===== config.mk =====
export PLATFORM = sky130hd
export DESIGN_NAME = i2c_bit_level_master_unit
export DESIGN_NICKNAME = d
export VERILOG_FILES = /design/src/sv/i2cbm_pkg.sv /design/src/sv/i2cbm_seq.sv /design/src/sv/i2c_bit_level_master_unit.sv
export SDC_FILE = /design/constraint.sdc
export NUM_CORES = 1
export LEC_CHECK = 0
export ABC_AREA = 1
export ABC_CLOCK_PERIOD_IN_PS = 3100
export BUFFER_PORTS_ARGS = -buffer_cell sky130_fd_sc_hd__buf_2
export CAP_MARGIN = 20
export CELL_PAD_IN_SITES_DETAIL_PLACEMENT = 0
export CELL_PAD_IN_SITES_GLOBAL_PLACEMENT = 1
export CORE_ASPECT_RATIO = 1.5
export CORE_MARGIN = 1.5
export CORE_UTILIZATION = 44
export DETAILED_ROUTE_END_ITERATION = 7
export PLACE_DENSITY_LB_ADDON = 0.05
export SETUP_SLACK_MARGIN = 0.2
export SLEW_MARGIN = 20
export SYNTH_ARGS = -nofsm -noshare
export SYNTH_HDL_FRONTEND = slang
export SYNTH_HIERARCHICAL = 1
export SYNTH_SLANG_ARGS = --single-unit
export TNS_END_PERCENT = 10

===== constraint.sdc =====
create_clock -name clk_i -period 3.1 [get_ports clk_i]
set_input_delay 0.62 -clock clk_i [delete_from_list [all_inputs] [get_ports clk_i]]
set_output_delay 0.62 -clock clk_i [all_outputs]
set_load 0.01 [all_outputs]

===== src/sv/i2cbm_pkg.sv =====
// Shared types and constants of the I2C bit-level master.
package i2cbm_pkg;

  localparam int unsigned OpW      = 3;
  localparam int unsigned ByteW    = 8;
  localparam int unsigned PhaseW   = 3;
  localparam int unsigned BitCntW  = 4;
  localparam int unsigned TimeoutW = 16;
  localparam int unsigned InDataW  = 16;
  localparam int unsigned OutDataW = 16;

  localparam logic [TimeoutW-1:0] TimeoutReset = 16'd250;
  localparam logic [BitCntW-1:0]  BitsPerByte  = 4'd8;

  typedef enum logic [OpW-1:0] {
    OP_TICK  = 3'd0,
    OP_START = 3'd1,
    OP_STOP  = 3'd2,
    OP_WRITE = 3'd3,
    OP_READ  = 3'd4,
    OP_WAIT  = 3'd5
  } op_e;

  typedef enum logic [5:0] {
    CMD_IDLE  = 6'b000001,
    CMD_START = 6'b000010,
    CMD_STOP  = 6'b000100,
    CMD_WRITE = 6'b001000,
    CMD_READ  = 6'b010000,
    CMD_WAIT  = 6'b100000
  } cmd_state_e;

  typedef struct packed {
    logic             ack_failed;
    logic [ByteW-1:0] rd_data;
    logic             done_res;
    logic             busy_res;
    logic             sda_level;
    logic             scl_level;
  } i2cbm_res_t;

endpackage


===== src/sv/i2cbm_seq.sv =====
// Command sequencer of the I2C bit-level master: state registers and one-tick step logic.
module i2cbm_seq
  import i2cbm_pkg::*;
(
  input  logic                clk_i,
  input  logic                rst_ni,
  input  logic                step_i,
  input  logic [OpW-1:0]      op_i,
  input  logic [ByteW-1:0]    wr_data_i,
  input  logic                send_ack_i,
  input  logic                sda_in_i,
  input  logic [TimeoutW-1:0] ack_timeout_i,
  output i2cbm_res_t          res_o
);

  cmd_state_e          cmd_q, cmd_d;
  logic [PhaseW-1:0]   phase_q, phase_d;
  logic [BitCntW-1:0]  bit_cnt_q, bit_cnt_d;
  logic [ByteW-1:0]    shift_q, shift_d;
  logic [TimeoutW-1:0] wait_cnt_q, wait_cnt_d;
  logic                ack_choice_q, ack_choice_d;
  logic                scl_q, scl_d;
  logic                sda_q, sda_d;
  logic                fail_q, fail_d;
  logic [ByteW-1:0]    rd_q, rd_d;
  logic                done;
  logic [BitCntW-1:0]  bit_inc;

  always_comb begin
    cmd_d        = cmd_q;
    phase_d      = phase_q;
    bit_cnt_d    = bit_cnt_q;
    shift_d      = shift_q;
    wait_cnt_d   = wait_cnt_q;
    ack_choice_d = ack_choice_q;
    scl_d        = scl_q;
    sda_d        = sda_q;
    fail_d       = fail_q;
    rd_d         = rd_q;
    done         = 1'b0;

    if (cmd_q == CMD_IDLE) begin
      unique case (op_i)
        OP_START: cmd_d = CMD_START;
        OP_STOP:  cmd_d = CMD_STOP;
        OP_WRITE: cmd_d = CMD_WRITE;
        OP_READ:  cmd_d = CMD_READ;
        OP_WAIT:  cmd_d = CMD_WAIT;
        default:  cmd_d = CMD_IDLE;
      endcase
      if (cmd_d != CMD_IDLE) begin
        phase_d   = '0;
        bit_cnt_d = '0;
      end
      if (cmd_d == CMD_WRITE) begin
        shift_d = wr_data_i;
      end
      if (cmd_d == CMD_READ) begin
        shift_d      = '0;
        ack_choice_d = send_ack_i;
      end
    end

    bit_inc = bit_cnt_d + 4'd1;

    unique case (cmd_d)
      CMD_START: begin
        if (phase_d == 3'd0) begin
          sda_d = 1'b1; scl_d = 1'b1; phase_d = 3'd1;
        end else if (phase_d == 3'd1) begin
          sda_d = 1'b0; phase_d = 3'd2;
        end else begin
          scl_d = 1'b0; done = 1'b1;
        end
      end
      CMD_STOP: begin
        if (phase_d == 3'd0) begin
          scl_d = 1'b0; sda_d = 1'b0; phase_d = 3'd1;
        end else if (phase_d == 3'd1) begin
          scl_d = 1'b1; phase_d = 3'd2;
        end else begin
          sda_d = 1'b1; done = 1'b1;
        end
      end
      CMD_WRITE: begin
        if (phase_d == 3'd0) begin
          scl_d   = 1'b0;
          sda_d   = shift_d[ByteW-1];
          shift_d = {shift_d[ByteW-2:0], 1'b0};
          phase_d = 3'd1;
        end else if (phase_d == 3'd1) begin
          scl_d = 1'b1; phase_d = 3'd2;
        end else begin
          scl_d     = 1'b0;
          bit_cnt_d = bit_inc;
          if (bit_inc >= BitsPerByte) begin
            done = 1'b1;
          end else begin
            phase_d = 3'd0;
          end
        end
      end
      CMD_READ: begin
        unique case (phase_d)
          3'd0: begin
            scl_d = 1'b0; sda_d = 1'b1; phase_d = 3'd1;
          end
          3'd1: begin
            scl_d     = 1'b1;
            shift_d   = {shift_d[ByteW-2:0], sda_in_i};
            bit_cnt_d = bit_inc;
            phase_d   = (bit_inc >= BitsPerByte) ? 3'd2 : 3'd0;
          end
          3'd2: begin
            scl_d = 1'b0; sda_d = ~ack_choice_d; phase_d = 3'd3;
          end
          3'd3: begin
            scl_d = 1'b1; phase_d = 3'd4;
          end
          default: begin
            scl_d = 1'b0; rd_d = shift_d; done = 1'b1;
          end
        endcase
      end
      CMD_WAIT: begin
        unique case (phase_d)
          3'd0: begin
            sda_d = 1'b1; wait_cnt_d = '0; phase_d = 3'd1;
          end
          3'd1: begin
            scl_d = 1'b1; phase_d = 3'd2;
          end
          3'd2: begin
            if (!sda_in_i) begin
              scl_d = 1'b0; fail_d = 1'b0; done = 1'b1;
            end else if (wait_cnt_d >= ack_timeout_i) begin
              scl_d = 1'b0; sda_d = 1'b0; phase_d = 3'd3;
            end else begin
              wait_cnt_d = wait_cnt_d + 16'd1;
            end
          end
          3'd3: begin
            scl_d = 1'b0; sda_d = 1'b0; phase_d = 3'd4;
          end
          3'd4: begin
            scl_d = 1'b1; phase_d = 3'd5;
          end
          default: begin
            sda_d = 1'b1; fail_d = 1'b1; done = 1'b1;
          end
        endcase
      end
      default: ;
    endcase

    if (done) begin
      cmd_d   = CMD_IDLE;
      phase_d = '0;
    end
  end

  always_ff @(posedge clk_i or negedge rst_ni) begin
    if (!rst_ni) begin
      cmd_q        <= CMD_IDLE;
      phase_q      <= '0;
      bit_cnt_q    <= '0;
      shift_q      <= '0;
      wait_cnt_q   <= '0;
      ack_choice_q <= 1'b0;
      scl_q        <= 1'b1;
      sda_q        <= 1'b1;
      fail_q       <= 1'b0;
      rd_q         <= '0;
    end else if (step_i) begin
      cmd_q        <= cmd_d;
      phase_q      <= phase_d;
      bit_cnt_q    <= bit_cnt_d;
      shift_q      <= shift_d;
      wait_cnt_q   <= wait_cnt_d;
      ack_choice_q <= ack_choice_d;
      scl_q        <= scl_d;
      sda_q        <= sda_d;
      fail_q       <= fail_d;
      rd_q         <= rd_d;
    end
  end

  assign res_o.scl_level  = scl_d;
  assign res_o.sda_level  = sda_d;
  assign res_o.busy_res   = (cmd_d != CMD_IDLE);
  assign res_o.done_res   = done;
  assign res_o.rd_data    = rd_d;
  assign res_o.ack_failed = fail_d;

`ifndef NO_ASSERTIONS
  a_done_goes_idle: assert property (@(posedge clk_i) disable iff (!rst_ni)
    step_i && done |=> cmd_q == CMD_IDLE)
    else $error("sequencer not idle after a finished command");
  a_phase_range: assert property (@(posedge clk_i) disable iff (!rst_ni)
    phase_q <= 3'd5)
    else $error("phase out of range");
  a_bit_count_range: assert property (@(posedge clk_i) disable iff (!rst_ni)
    bit_cnt_q <= BitsPerByte)
    else $error("bit count beyond one byte");
  a_idle_phase_zero: assert property (@(posedge clk_i) disable iff (!rst_ni)
    cmd_q == CMD_IDLE |-> phase_q == 3'd0)
    else $error("idle sequencer with non-zero phase");
`endif

endmodule


===== src/sv/i2c_bit_level_master_unit.sv =====
// Top level of the I2C bit-level master: input register, sequencer, result register.
//
//  Channel   Dir  Handshake                    Payload
//  s_axis    in   s_axis_tvalid/s_axis_tready  tick word: tdata, op in tuser
//  m_axis    out  m_axis_tvalid/m_axis_tready  result word: tdata
//  cfg       in   cfg_valid_i/cfg_ready_o      ack_timeout (16 bits)
//
// Every accepted word yields exactly one result word. A word is captured in the
// input register, then moves through the sequencer step into the result
// register, so one word per cycle is sustained while the result side does not stall.
// Reset returns the sequencer to idle with both lines released and the timeout
// to 250 ticks. A stalled result holds the input register; the input side
// takes a new word whenever that register is empty or moving on.
module i2c_bit_level_master_unit
  import i2cbm_pkg::*;
(
  input  logic                clk_i,
  input  logic                rst_ni,
  input  logic                s_axis_tvalid,
  output logic                s_axis_tready,
  // [7:0] wr_data, [8] send_ack, [9] sda_in, [15:10] zero
  input  logic [InDataW-1:0]  s_axis_tdata,
  // [2:0] op
  input  logic [OpW-1:0]      s_axis_tuser,
  output logic                m_axis_tvalid,
  input  logic                m_axis_tready,
  // [0] scl_level, [1] sda_level, [2] busy_res, [3] done_res,
  // [11:4] rd_data, [12] ack_failed, [15:13] zero
  output logic [OutDataW-1:0] m_axis_tdata,
  input  logic                cfg_valid_i,
  output logic                cfg_ready_o,
  input  logic [TimeoutW-1:0] cfg_data_i
);

  logic                in_valid_q;
  logic [OpW-1:0]      op_q;
  logic [ByteW-1:0]    wr_data_q;
  logic                send_ack_q;
  logic                sda_in_q;
  logic                out_valid_q;
  i2cbm_res_t          out_q;
  logic [TimeoutW-1:0] timeout_q;
  logic                adv;
  logic                in_take;
  i2cbm_res_t          res;

  assign adv           = in_valid_q && (!out_valid_q || m_axis_tready);
  assign s_axis_tready = !in_valid_q || adv;
  assign in_take       = s_axis_tvalid && s_axis_tready;
  assign cfg_ready_o   = 1'b1;

  always_ff @(posedge clk_i or negedge rst_ni) begin
    if (!rst_ni) begin
      in_valid_q <= 1'b0;
    end else if (s_axis_tready) begin
      in_valid_q <= s_axis_tvalid;
    end
  end

  always_ff @(posedge clk_i) begin
    if (in_take) begin
      op_q       <= s_axis_tuser;
      wr_data_q  <= s_axis_tdata[ByteW-1:0];
      send_ack_q <= s_axis_tdata[ByteW];
      sda_in_q   <= s_axis_tdata[ByteW+1];
    end
  end

  always_ff @(posedge clk_i or negedge rst_ni) begin
    if (!rst_ni) begin
      timeout_q <= TimeoutReset;
    end else if (cfg_valid_i) begin
      timeout_q <= cfg_data_i;
    end
  end

  i2cbm_seq u_seq (
    .clk_i         (clk_i),
    .rst_ni        (rst_ni),
    .step_i        (adv),
    .op_i          (op_q),
    .wr_data_i     (wr_data_q),
    .send_ack_i    (send_ack_q),
    .sda_in_i      (sda_in_q),
    .ack_timeout_i (timeout_q),
    .res_o         (res)
  );

  always_ff @(posedge clk_i or negedge rst_ni) begin
    if (!rst_ni) begin
      out_valid_q <= 1'b0;
    end else if (adv) begin
      out_valid_q <= 1'b1;
    end else if (m_axis_tready) begin
      out_valid_q <= 1'b0;
    end
  end

  always_ff @(posedge clk_i) begin
    if (adv) begin
      out_q <= res;
    end
  end

  assign m_axis_tvalid = out_valid_q;
  assign m_axis_tdata  = {{(OutDataW - $bits(i2cbm_res_t)){1'b0}}, out_q};

`ifndef NO_ASSERTIONS
  a_no_overwrite: assert property (@(posedge clk_i) disable iff (!rst_ni)
    out_valid_q && !m_axis_tready |-> !adv)
    else $error("stalled result word overwritten");
  a_adv_fills_output: assert property (@(posedge clk_i) disable iff (!rst_ni)
    adv |=> out_valid_q)
    else $error("stepped word did not reach the result register");
  a_input_held: assert property (@(posedge clk_i) disable iff (!rst_ni)
    in_valid_q && !adv |=> in_valid_q && $stable(op_q) && $stable(wr_data_q))
    else $error("held input word lost or changed");
`endif

endmodule


==> results by group, run 1 <==
STA
  – Fmax: 381 MHz
  – Sum Neg Setup Slack: 0 ps
  – Slew margin rel.: 64.8%
  – Max-slew violations: 0
  – Fin crit period: 2630 ps
  – Fin worst setup slack: 474 ps
  – Fin Hold WS: 294 ps
  – Fin. Hold Viols: 0
  – Tcrit/Tclk final: 84.7%
  – Worst Skew: 10.6 ps
  – Final setup viols: 0
  – Least-Margin Pin Slew: 524 ps
  – RSZ-0062 raised after global routing: no

Synth
  – Post-synth EDFFs: 26
  – Netlist cell types: 48
  – Avg Inst Size Synth: 7.69 um2
  – Mapped cell area: 5670 um2
  – Share of the synthesized area in the top cell type: 25.6%
  – #FFs+latches synth: 93
  – Primary FF master, synth: dfrtp_1
  – Post-Synthesis Cells: 737
  – Synth area leader: dfrtp_1
  – Sequential share of the synthesized area: 43.5%
  – Ys async rst share: 72.0%
  – Top post-synthesis cells by area: dfrtp_1, edfxtp_1, nand2_1
  – Yosys warns: 6

Outcome
  – Outcome: finished, final reports clean

Route
  – Antenna Violating Nets Remaining: 0
  – Via count: 4,744
  – Drt wl/cell: 14.1 um
  – DR iter-0 viols: 254
  – DR pass1 iterations: 6
  – DRT Wirelength: 13,400 um
  – Detailed-route DRC error count: 0
  – Via-per-instance ratio: 5.02

Clock tree
  – Worst skew pair latency: 350 ps
  – Num CTS Buffers: 9
  – Htree depth: 3
  – Post-CTS setup buffers: 0
  – Root buffer cell: clkbuf_16
  – Register clock-pin slew on the reported worst setup and hold paths: 70 ps
  – Clock buffer depth: 2
  – CTS tree: done
  – Clock Sinks: 93
  – # hold bufs at CTS: 0

Setup path
  – CP Launch Type: register
  – Req. time, crit path: 3330 ps
  – CP Max Fanout: 8
  – WP data arrival: 2860 ps
  – Crit Path Category: reg2reg
  – Crit end category: register

Power and ir drop
  – Pwr dens: 821 nW/um2
  – Switch Pwr: 2.24 mW
  – Int Power: 2.96 mW
  – LEAKAGE: 3.19 nW
  – VDD IR max: 0.552 mV
  – Clock power share: 22.0%
  – Switching Share: 43.1%
  – Logic gate share of total power: 43.1%
  – Sequential share of power: 34.9%

Layout
  – Area Growth Syn to Fin: 11.7%
  – Number of diodes: 0
  – Commonest non-fill, non-tap cell in the layout: nand2_1
  – Commonest cells after routing, fill and taps aside: nand2_1, inv_1, nor2_1
  – Area occupied by multi-input gates: 2600 um2
  – # nets final: 844
  – Layout cells sized above 1: 17.2%
  – Fill cells: 1,248
  – Sequential Area: 2470 um2

Global routing
  – Initial antenna violation count: 0
  – Grt total ovfl: 0
  – Vias in the first global route: 4,679
  – Gr usage total: 21.2%
  – First-pass GRT wire length: 22,000 um
  – Largest net degree at the start of global routing: 50

Placed design
  – # port buffers: 48
  – Pre-CTS setup slack: 493 ps
  – DP HPWL: 10,200 um
  – Routability cong.: 0.907

Die
  – Initial core utilization: 45.3%
  – DIE AREA: 13,600 um2
  – Core area: 12,500 um2
  – Die W: 95.7 um
  – I/O pins: 59
  – Site Rows: 50
  – DIE HEIGHT: 142 um

Flow run
  – Max-Cap Viols: 0

Min path
  – Hold WC Path Type: in2async
==> metrics by stage <==
step / std cells / util, % / total power [mW] / cell area, um2
detailed placement: 929 / 48.2 / 4.08 / 6030
global route: 945 / 50.6 / 5.64 / 6330
floorplan: 739 / - / 3.56 / 5680
CTS: 945 / 50.6 / 5.25 / 6330
finish: 945 / 50.6 / 5.20 / 6330
global placement: 929 / 48.2 / 4.03 / 6030
==> cell usage after synthesis (10+ instances only) <==
library cell  instances
o21ai_0              43
nor2_1               62
nand2_1             202
dfrtp_1              58
edfxtp_1             26
a21oi_1              30
ha_1                 20
o21ai_1              10
inv_2                11
nand3_1              40
nand2_2              14
inv_1               110
==> layer usage <==
layer	global-route usage, %	share of wire (%)
met3	3.37	2.3
met4	8.05	2.3
met2	40.3	56
met5	0	0
met1	22.6	39
==> layout make-up <==
type | instances | share of cell area, %
clock buffer | 10 | 3.61
clock inverter | 6 | 1.22
inverter | 124 | 7.39
multi-input combinational | 501 | 41.1
sequential | 93 | 39.0
tap | 156 | 3.08
timing repair buffer | 55 | 4.62
==> sequential cells by signal (all words and copies together), names as in the netlist <==
register / flops
u_seq/cmd_q: 6
u_seq/fail_q: 1
in_valid_q: 1
u_seq/bit_cnt_q: 4
op_q: 3
m_axis_tdata: 13
u_seq/wait_cnt_q: 16
u_seq/scl_q: 1
send_ack_q: 1
u_seq/sda_q: 1
timeout_q: 16
u_seq/rd_q: 8
wr_data_q: 8
u_seq/ack_choice_q: 1
u_seq/shift_q: 8
u_seq/phase_q: 3
m_axis_tvalid: 1
sda_in_q: 1
==> repair_timing <==
item                                    4_1_cts  5_1_grt
endpoints found under the hold margin         0        0
resized for setup                             0        1
endpoints found under the setup margin        0        1
==> critical path: stages (launching register included) <==
cell and delay (ps):
edfxtp_1 410, inv_2 70, ha_1 360, inv_2 80, nand2_1 70, nor2_2 150, inv_1 50, nor2_1 150
nor2_1 90, nor2_1 130, inv_1 90, nor2_4 240, nand2_2 140, o21ai_4 150, inv_2 140, a21oi_1 150
nor2_1 50
==> cells by family after synthesis <==
logic type / share of synthesized area [%]
buffers and inverters: 10.9
other: 0.132
adders and majority gates: 4.41
and+or+nand+nor: 27.8
DFF: 43.5
AOI/OAI and AO/OA: 12.0
xor gates and xnor gates: 1.24
==> worst paths after layout <==
kind                       slack, ps               end            start  cells past startpoint
setup / recovery                 470  u_seq/shift_q[0]          op_q[1]                     16
hold / removal                   290      timeout_q[8]           rst_ni                      2
setup reg to reg                 470  u_seq/shift_q[0]          op_q[1]                     16
hold reg to reg                  470      timeout_q[5]     timeout_q[5]                      2
max in group asynchronous       2370    u_seq/cmd_q[0]           rst_ni                      2
min in group clk_i               440      wr_data_q[5]  s_axis_tdata[5]                      1
==> power by group through the flow <==
stage	Sequential, mW	Clock, mW	Combinational (mW)
after floorplan	1.79	0	1.78
after global placement	1.83	0	2.20
after detailed placement	1.83	0	2.25
after CTS	1.81	1.18	2.25
after global routing	1.85	1.23	2.56
final	1.81	1.15	2.24
Note: power is estimated with default switching activity, not from simulation.
==> run 2, diff against run 1 <==
--- a/config.mk
+++ b/config.mk
@@ -6,14 +6,14 @@
 export NUM_CORES = 1
 export LEC_CHECK = 0
 export ABC_AREA = 1
-export ABC_CLOCK_PERIOD_IN_PS = 3100
+export ABC_CLOCK_PERIOD_IN_PS = 2200
 export BUFFER_PORTS_ARGS = -buffer_cell sky130_fd_sc_hd__buf_2
 export CAP_MARGIN = 20
 export CELL_PAD_IN_SITES_DETAIL_PLACEMENT = 0
 export CELL_PAD_IN_SITES_GLOBAL_PLACEMENT = 1
 export CORE_ASPECT_RATIO = 1.5
 export CORE_MARGIN = 1.5
-export CORE_UTILIZATION = 44
+export CORE_UTILIZATION = 40
 export DETAILED_ROUTE_END_ITERATION = 7
 export PLACE_DENSITY_LB_ADDON = 0.05
 export SETUP_SLACK_MARGIN = 0.2
==> constraint.sdc (replaced) <==
create_clock -name clk_i -period 2.2 [get_ports clk_i]
set_input_delay 0.44 -clock clk_i [delete_from_list [all_inputs] [get_ports clk_i]]
set_output_delay 0.44 -clock clk_i [all_outputs]
set_load 0.01 [all_outputs]
==> results by group, run 2 (synthesis gave the netlist of run 1 again) <==
Outcome
  – Outcome: finished, violations left
  – Failing checks: setup timing

Placed design
  – Routability cong.: 0.913
  – DP HPWL: 10,900 um
  – # placed instances: 1,003
  – # port buffers: 48

Setup path
  – CP Launch Type: register
  – Crit Path Category: reg2reg
  – Levels on crit path: 16
  – Cell family with most CP delay: simple AND/OR/NAND/NOR gates
  – Cell mode on critical path: nor2_4
  – Crit end category: register
  – Crit path buf inv count: 4
  – Req. time, crit path: 2430 ps
  – FF-to-FF path depth: 16
  – Critical Path Max Stage Delay: 470 ps
  – CP cell instances: ha_4 -> inv_4 -> nand2_4 -> nor2_4 -> inv_2 -> nor2_4 -> nor2_2 -> nor2_2 -> inv_2 -> nor2_4 -> nand2_4 -> nand2_4 -> nor2_4 -> buf_6 -> nand3_1 -> o21ai_1
  – Critical Path Slowest Stage Cell: edfxtp_1
  – WP data arrival: 2530 ps
  – CP Max Fanout: 7

Route
  – DR iter-0 viols: 221
  – Detailed-route DRC error count: 0
  – DR pass1 iterations: 4
  – Antenna Violating Nets Remaining: 0
  – DRT Wirelength: 14,500 um
  – Via count: 5,050
  – Drt wl/cell: 14.1 um
  – Via-per-instance ratio: 4.90

Layout
  – Area occupied by multi-input gates: 2960 um2
  – # nets final: 920
  – Fill cells: 1,358
  – Commonest non-fill, non-tap cell in the layout: nand2_1
  – Non-Filler Instances: 1,030
  – Layout cells sized above 1: 31.3%
  – Sequential Area: 2470 um2
  – Commonest cells after routing, fill and taps aside: nand2_1, inv_1, buf_4
  – Area Growth Syn to Fin: 29.9%
  – Number of diodes: 0

STA
  – Final setup viols: 39
  – Fin crit period: 2300 ps
  – Max-slew violations: 0
  – RSZ-0062 raised after global routing: yes
  – Fin. Hold Viols: 0
  – Slew margin rel.: 66.2%
  – Least-Margin Pin Slew: 503 ps
  – Fin worst setup slack: -96.8 ps
  – Tcrit/Tclk final: 104%
  – Worst Skew: 10.1 ps
  – Fmax: 435 MHz

Global routing
  – Initial antenna violation count: 0
  – Gr usage total: 20.6%
  – First-pass GRT wire length: 23,800 um
  – Largest net degree at the start of global routing: 68
  – Grt total ovfl: 0
  – Vias in the first global route: 5,077

Power and ir drop
  – Sequential share of power: 29.4%
  – Pwr dens: 1180 nW/um2
  – Clock power share: 17.9%
  – LEAKAGE: 3.67 nW
  – VDD IR max: 0.841 mV
  – Logic gate share of total power: 52.6%
  – Tot Pwr: 8.70 mW
  – Switching Share: 42.7%
  – Switch Pwr: 3.72 mW
  – Int Power: 4.98 mW

Clock tree
  – Num CTS Buffers: 9
  – Clock Sinks: 93
  – Clock buffer depth: 2
  – # hold bufs at CTS: 0
  – Worst skew pair latency: 350 ps
  – Root buffer cell: clkbuf_16
  – Htree depth: 3
  – CTS tree: done
  – Register clock-pin slew on the reported worst setup and hold paths: 80 ps

Die
  – Core area: 13,900 um2
  – Die W: 100 um
  – DIE AREA: 14,900 um2
  – Site Rows: 53
  – DIE HEIGHT: 149 um
  – I/O pins: 59
  – Initial core utilization: 40.7%

Min path
  – Hold WC Path Type: in2async

Flow run
  – Max-Cap Viols: 0
-- run 2: changes by cell type in the layout (fill, tap and decap cells not counted), moves of 6 or more --
cell     previous run  this run
buf_4               7        68
buf_6               0        10
nand2_1           202       187
nand2_2            14        20
nand2_4             2        10
nand3_1            40        29
nand3_2             1        10
nor2_1             62        49
nor2_4              3        11
o21ai_0            43        33
o21ai_1            10        17
o31ai_1             6         0
o31ai_2             2         8
-- run 2: final cells by class --
cell class	instances	area share (%)
multi-input cells	501	40.1
flip-flops and latches	93	33.5
repair buffers	131	13.1
inverters	124	6.51
clock buffers	10	3.11
well taps	165	2.80
clock inverters	6	0.866
-- run 2: path summary, 6_finish.rpt --
check	from	endpoint	slack, ps
max	op_q[2]	u_seq/cmd_q[4]	-100
min	rst_ni	timeout_q[2]	110
max reg2reg	op_q[2]	u_seq/cmd_q[4]	-100
min reg2reg	timeout_q[5]	timeout_q[5]	470
max in group asynchronous	rst_ni	u_seq/cmd_q[0]	1760
min in group clk_i	s_axis_tdata[5]	wr_data_q[5]	260
-- run 2: repair_timing --
action	in CTS	in global routing
pin swaps	31	13
endpoints found under the setup margin	61	61
buffers inserted	9	2
cloned	0	0
gates resized for setup	69	25
-- run 2: metal layers --
layer	share of wire, %	GRT usage, %
met5	0	0
met4	3.2	10.4
met3	2.1	2.91
met2	56	39.1
met1	39	21.8
-- run 2: through the flow --
| step | cell area (um2) | hold WS (ps) | setup slack (ps) | util [%] | TNS [ps] |
|---|---|---|---|---|---|
| final | 7370 | 114 | -96.8 | 52.9 | -1770 |
| after global routing | 7370 | 134 | -261 | 52.9 | -10590 |
| after CTS | 7250 | 128 | -79.7 | 52.1 | -1690 |
| after detailed placement | 6640 | 464 | -222 | 47.7 | -5030 |
| after global placement | 6640 | 458 | -236 | 47.7 | -4300 |
| after floorplan | 5750 | 144 | 37.6 | - | 0 |
-- run 2: power by group through the flow --
stage	logic (mW)	registers (mW)	clock network, mW
6_report	4.58	2.56	1.56
5_1_grt	5.10	2.62	1.67
4_1_cts	4.47	2.55	1.61
3_5_place_dp	4.06	2.58	0
3_3_place_gp	3.98	2.57	0
2_1_floorplan	2.58	2.52	0
==> run 3, diff against run 2 <==
--- a/config.mk
+++ b/config.mk
@@ -6,13 +6,13 @@
 export NUM_CORES = 1
 export LEC_CHECK = 0
 export ABC_AREA = 1
-export ABC_CLOCK_PERIOD_IN_PS = 2200
+export ABC_CLOCK_PERIOD_IN_PS = 1860
 export BUFFER_PORTS_ARGS = -buffer_cell sky130_fd_sc_hd__buf_2
 export CAP_MARGIN = 20
 export CELL_PAD_IN_SITES_DETAIL_PLACEMENT = 0
 export CELL_PAD_IN_SITES_GLOBAL_PLACEMENT = 1
 export CORE_ASPECT_RATIO = 1.5
-export CORE_MARGIN = 1.5
+export CORE_MARGIN = 2
 export CORE_UTILIZATION = 40
 export DETAILED_ROUTE_END_ITERATION = 7
 export PLACE_DENSITY_LB_ADDON = 0.05
==> constraint.sdc (replaced) <==
create_clock -name clk_i -period 1.86 [get_ports clk_i]
set_input_delay 0.186 -clock clk_i [delete_from_list [all_inputs] [get_ports clk_i]]
set_output_delay 0.186 -clock clk_i [all_outputs]
set_load 0.01 [all_outputs]
==> results by group, run 3 (synthesis gave the netlist of run 1 again) <==
Outcome
  – Failing checks: setup timing
  – Outcome: finished, violations left

Global routing
  – Gr usage total: 21.1%
  – First-pass GRT wire length: 25,000 um
  – Largest net degree at the start of global routing: 68
  – Vias in the first global route: 5,302
  – Initial antenna violation count: 0
  – Grt total ovfl: 0

Die
  – DIE HEIGHT: 150 um
  – Initial core utilization: 40.7%
  – Core area: 13,900 um2
  – Die W: 101 um
  – DIE AREA: 15,200 um2
  – I/O pins: 59
  – Site Rows: 53

Min path
  – Hold WC Path Type: in2reg
  – Hold Crit Depth: 1

STA
  – Fin crit period: 2300 ps
  – Tcrit/Tclk final: 124%
  – Worst Skew: 8.07 ps
  – Max-slew violations: 0
  – Fin. Hold Viols: 0
  – Fmax: 435 MHz
  – RSZ-0062 raised after global routing: yes
  – Slew margin rel.: 62.0%
  – Fin worst setup slack: -438 ps
  – Final setup viols: 61
  – Least-Margin Pin Slew: 565 ps

Power and ir drop
  – Clock power share: 17.3%
  – LEAKAGE: 3.87 nW
  – VDD IR max: 1.06 mV
  – Pwr dens: 1400 nW/um2
  – Int Power: 6.14 mW
  – Logic gate share of total power: 54.6%
  – Switch Pwr: 4.47 mW
  – Switching Share: 42.1%
  – Sequential share of power: 28.1%

Route
  – Detailed-route DRC error count: 0
  – Drt wl/cell: 14.2 um
  – Via-per-instance ratio: 4.86
  – DR pass1 iterations: 4
  – Via count: 5,192
  – DRT Wirelength: 15,100 um
  – DR iter-0 viols: 182
  – Antenna Violating Nets Remaining: 0

Clock tree
  – Worst skew pair latency: 350 ps
  – Num CTS Buffers: 9
  – CTS tree: done
  – Htree depth: 3
  – Clock buffer depth: 2
  – Register clock-pin slew on the reported worst setup and hold paths: 70 ps
  – Root buffer cell: clkbuf_16
  – Clock Sinks: 93

Setup path
  – CP Max Fanout: 8
  – Crit Path Category: reg2reg
  – Req. time, crit path: 1970 ps
  – WP data arrival: 2410 ps
  – Crit end category: register
  – CP Launch Type: register
  – FF-to-FF path depth: 15

Layout
  – # nets final: 959
  – Number of diodes: 0
  – Commonest non-fill, non-tap cell in the layout: nand2_1
  – Util after Layout: 54.6%
  – Commonest cells after routing, fill and taps aside: nand2_1, inv_1, buf_4
  – Area Growth Syn to Fin: 34.1%
  – Layout cells sized above 1: 33.5%
  – Non-Filler Instances: 1,069

Placed design
  – # placed instances: 1,035
  – DP HPWL: 11,500 um
  – Routability cong.: 0.849
  – Pre-CTS setup slack: -607 ps
  – # port buffers: 48

Flow run
  – Max-Cap Viols: 0
run 3: changes by cell type in the layout (fill, tap and decap cells not counted), moves of 4 or more:
cell	previous run	this run
nand2_1	187	182
buf_4	68	104
dlygate4sd3_1	0	7
o21ai_0	33	28
nand3_1	29	35
o21ai_2	7	14
nand3_2	10	6
run 3: critical path, stage by stage, from the launching register on:
cell and delay [ps]:
edfxtp_1 430, inv_2 110, ha_4 230, inv_4 70, nand2_4 60, nor2_4 110, inv_2 40, nor2_2 90
nor2_1 60, nor2_1 140, inv_1 90, nor2_4 170, nand2_4 140, nand2_1 90, o21a_1 170, inv_1 50
run 3: timing repair:
item                                   4_1_cts  5_1_grt
hold buffers                                 7        0
setup buffers                                7        4
pin swaps                                   29       15
gates resized for setup                     44       47
setup endpoints to repair                   62       62
cloned                                       0        0
endpoints found under the hold margin       64        0
run 3: power by group through the flow:
stage / logic [mW] / registers (mW) / clock network, mW
CTS: 5.60 / 3.00 / 1.91
global placement: 5.12 / 3.01 / 0
global route: 6.43 / 3.05 / 2.01
floorplan: 3.06 / 2.98 / 0
detailed placement: 5.17 / 3.02 / 0
finish: 5.79 / 2.99 / 1.83
run 3: worst paths after layout:
| path | startpoint | end | slack [ps] |
|---|---|---|---|
| max in group asynchronous | rst_ni | u_seq/cmd_q[0] | 1110 |
| max reg2reg | op_q[1] | m_axis_tdata[10] | -440 |
| min reg2reg | timeout_q[3] | timeout_q[3] | 470 |
| min in group asynchronous | rst_ni | timeout_q[2] | 380 |
| max | op_q[1] | m_axis_tdata[10] | -440 |
| min | s_axis_tuser[2] | op_q[2] | 10 |
run 3: metrics by stage:
stage | area, um2 | hold WS (ps) | total power [mW] | setup TNS, ps
after CTS | 7430 | 0.700 | 10.5 | -19110
after global placement | 6850 | 247 | 8.13 | -19990
final | 7600 | 11.2 | 10.6 | -20540
after detailed placement | 6850 | 244 | 8.20 | -22780
after global routing | 7600 | 0.432 | 11.5 | -28710
after floorplan | 5750 | -110 | 6.04 | -11710
run 3: routing by layer:
layer	global-route usage [%]	share of wire [%]
met5	0	0
met4	8.38	2.8
met3	2.94	1.9
met2	40.9	56
met1	22.4	39
run 3: final cells by class:
cell class	count	area [um2]
well taps	165	206
flip-flops and latches	93	2470
clock inverters	6	57.6
fillers	1348	6320
inverters	124	482
repair buffers	170	1240
multi-input cells	501	2920
clock buffers	10	229
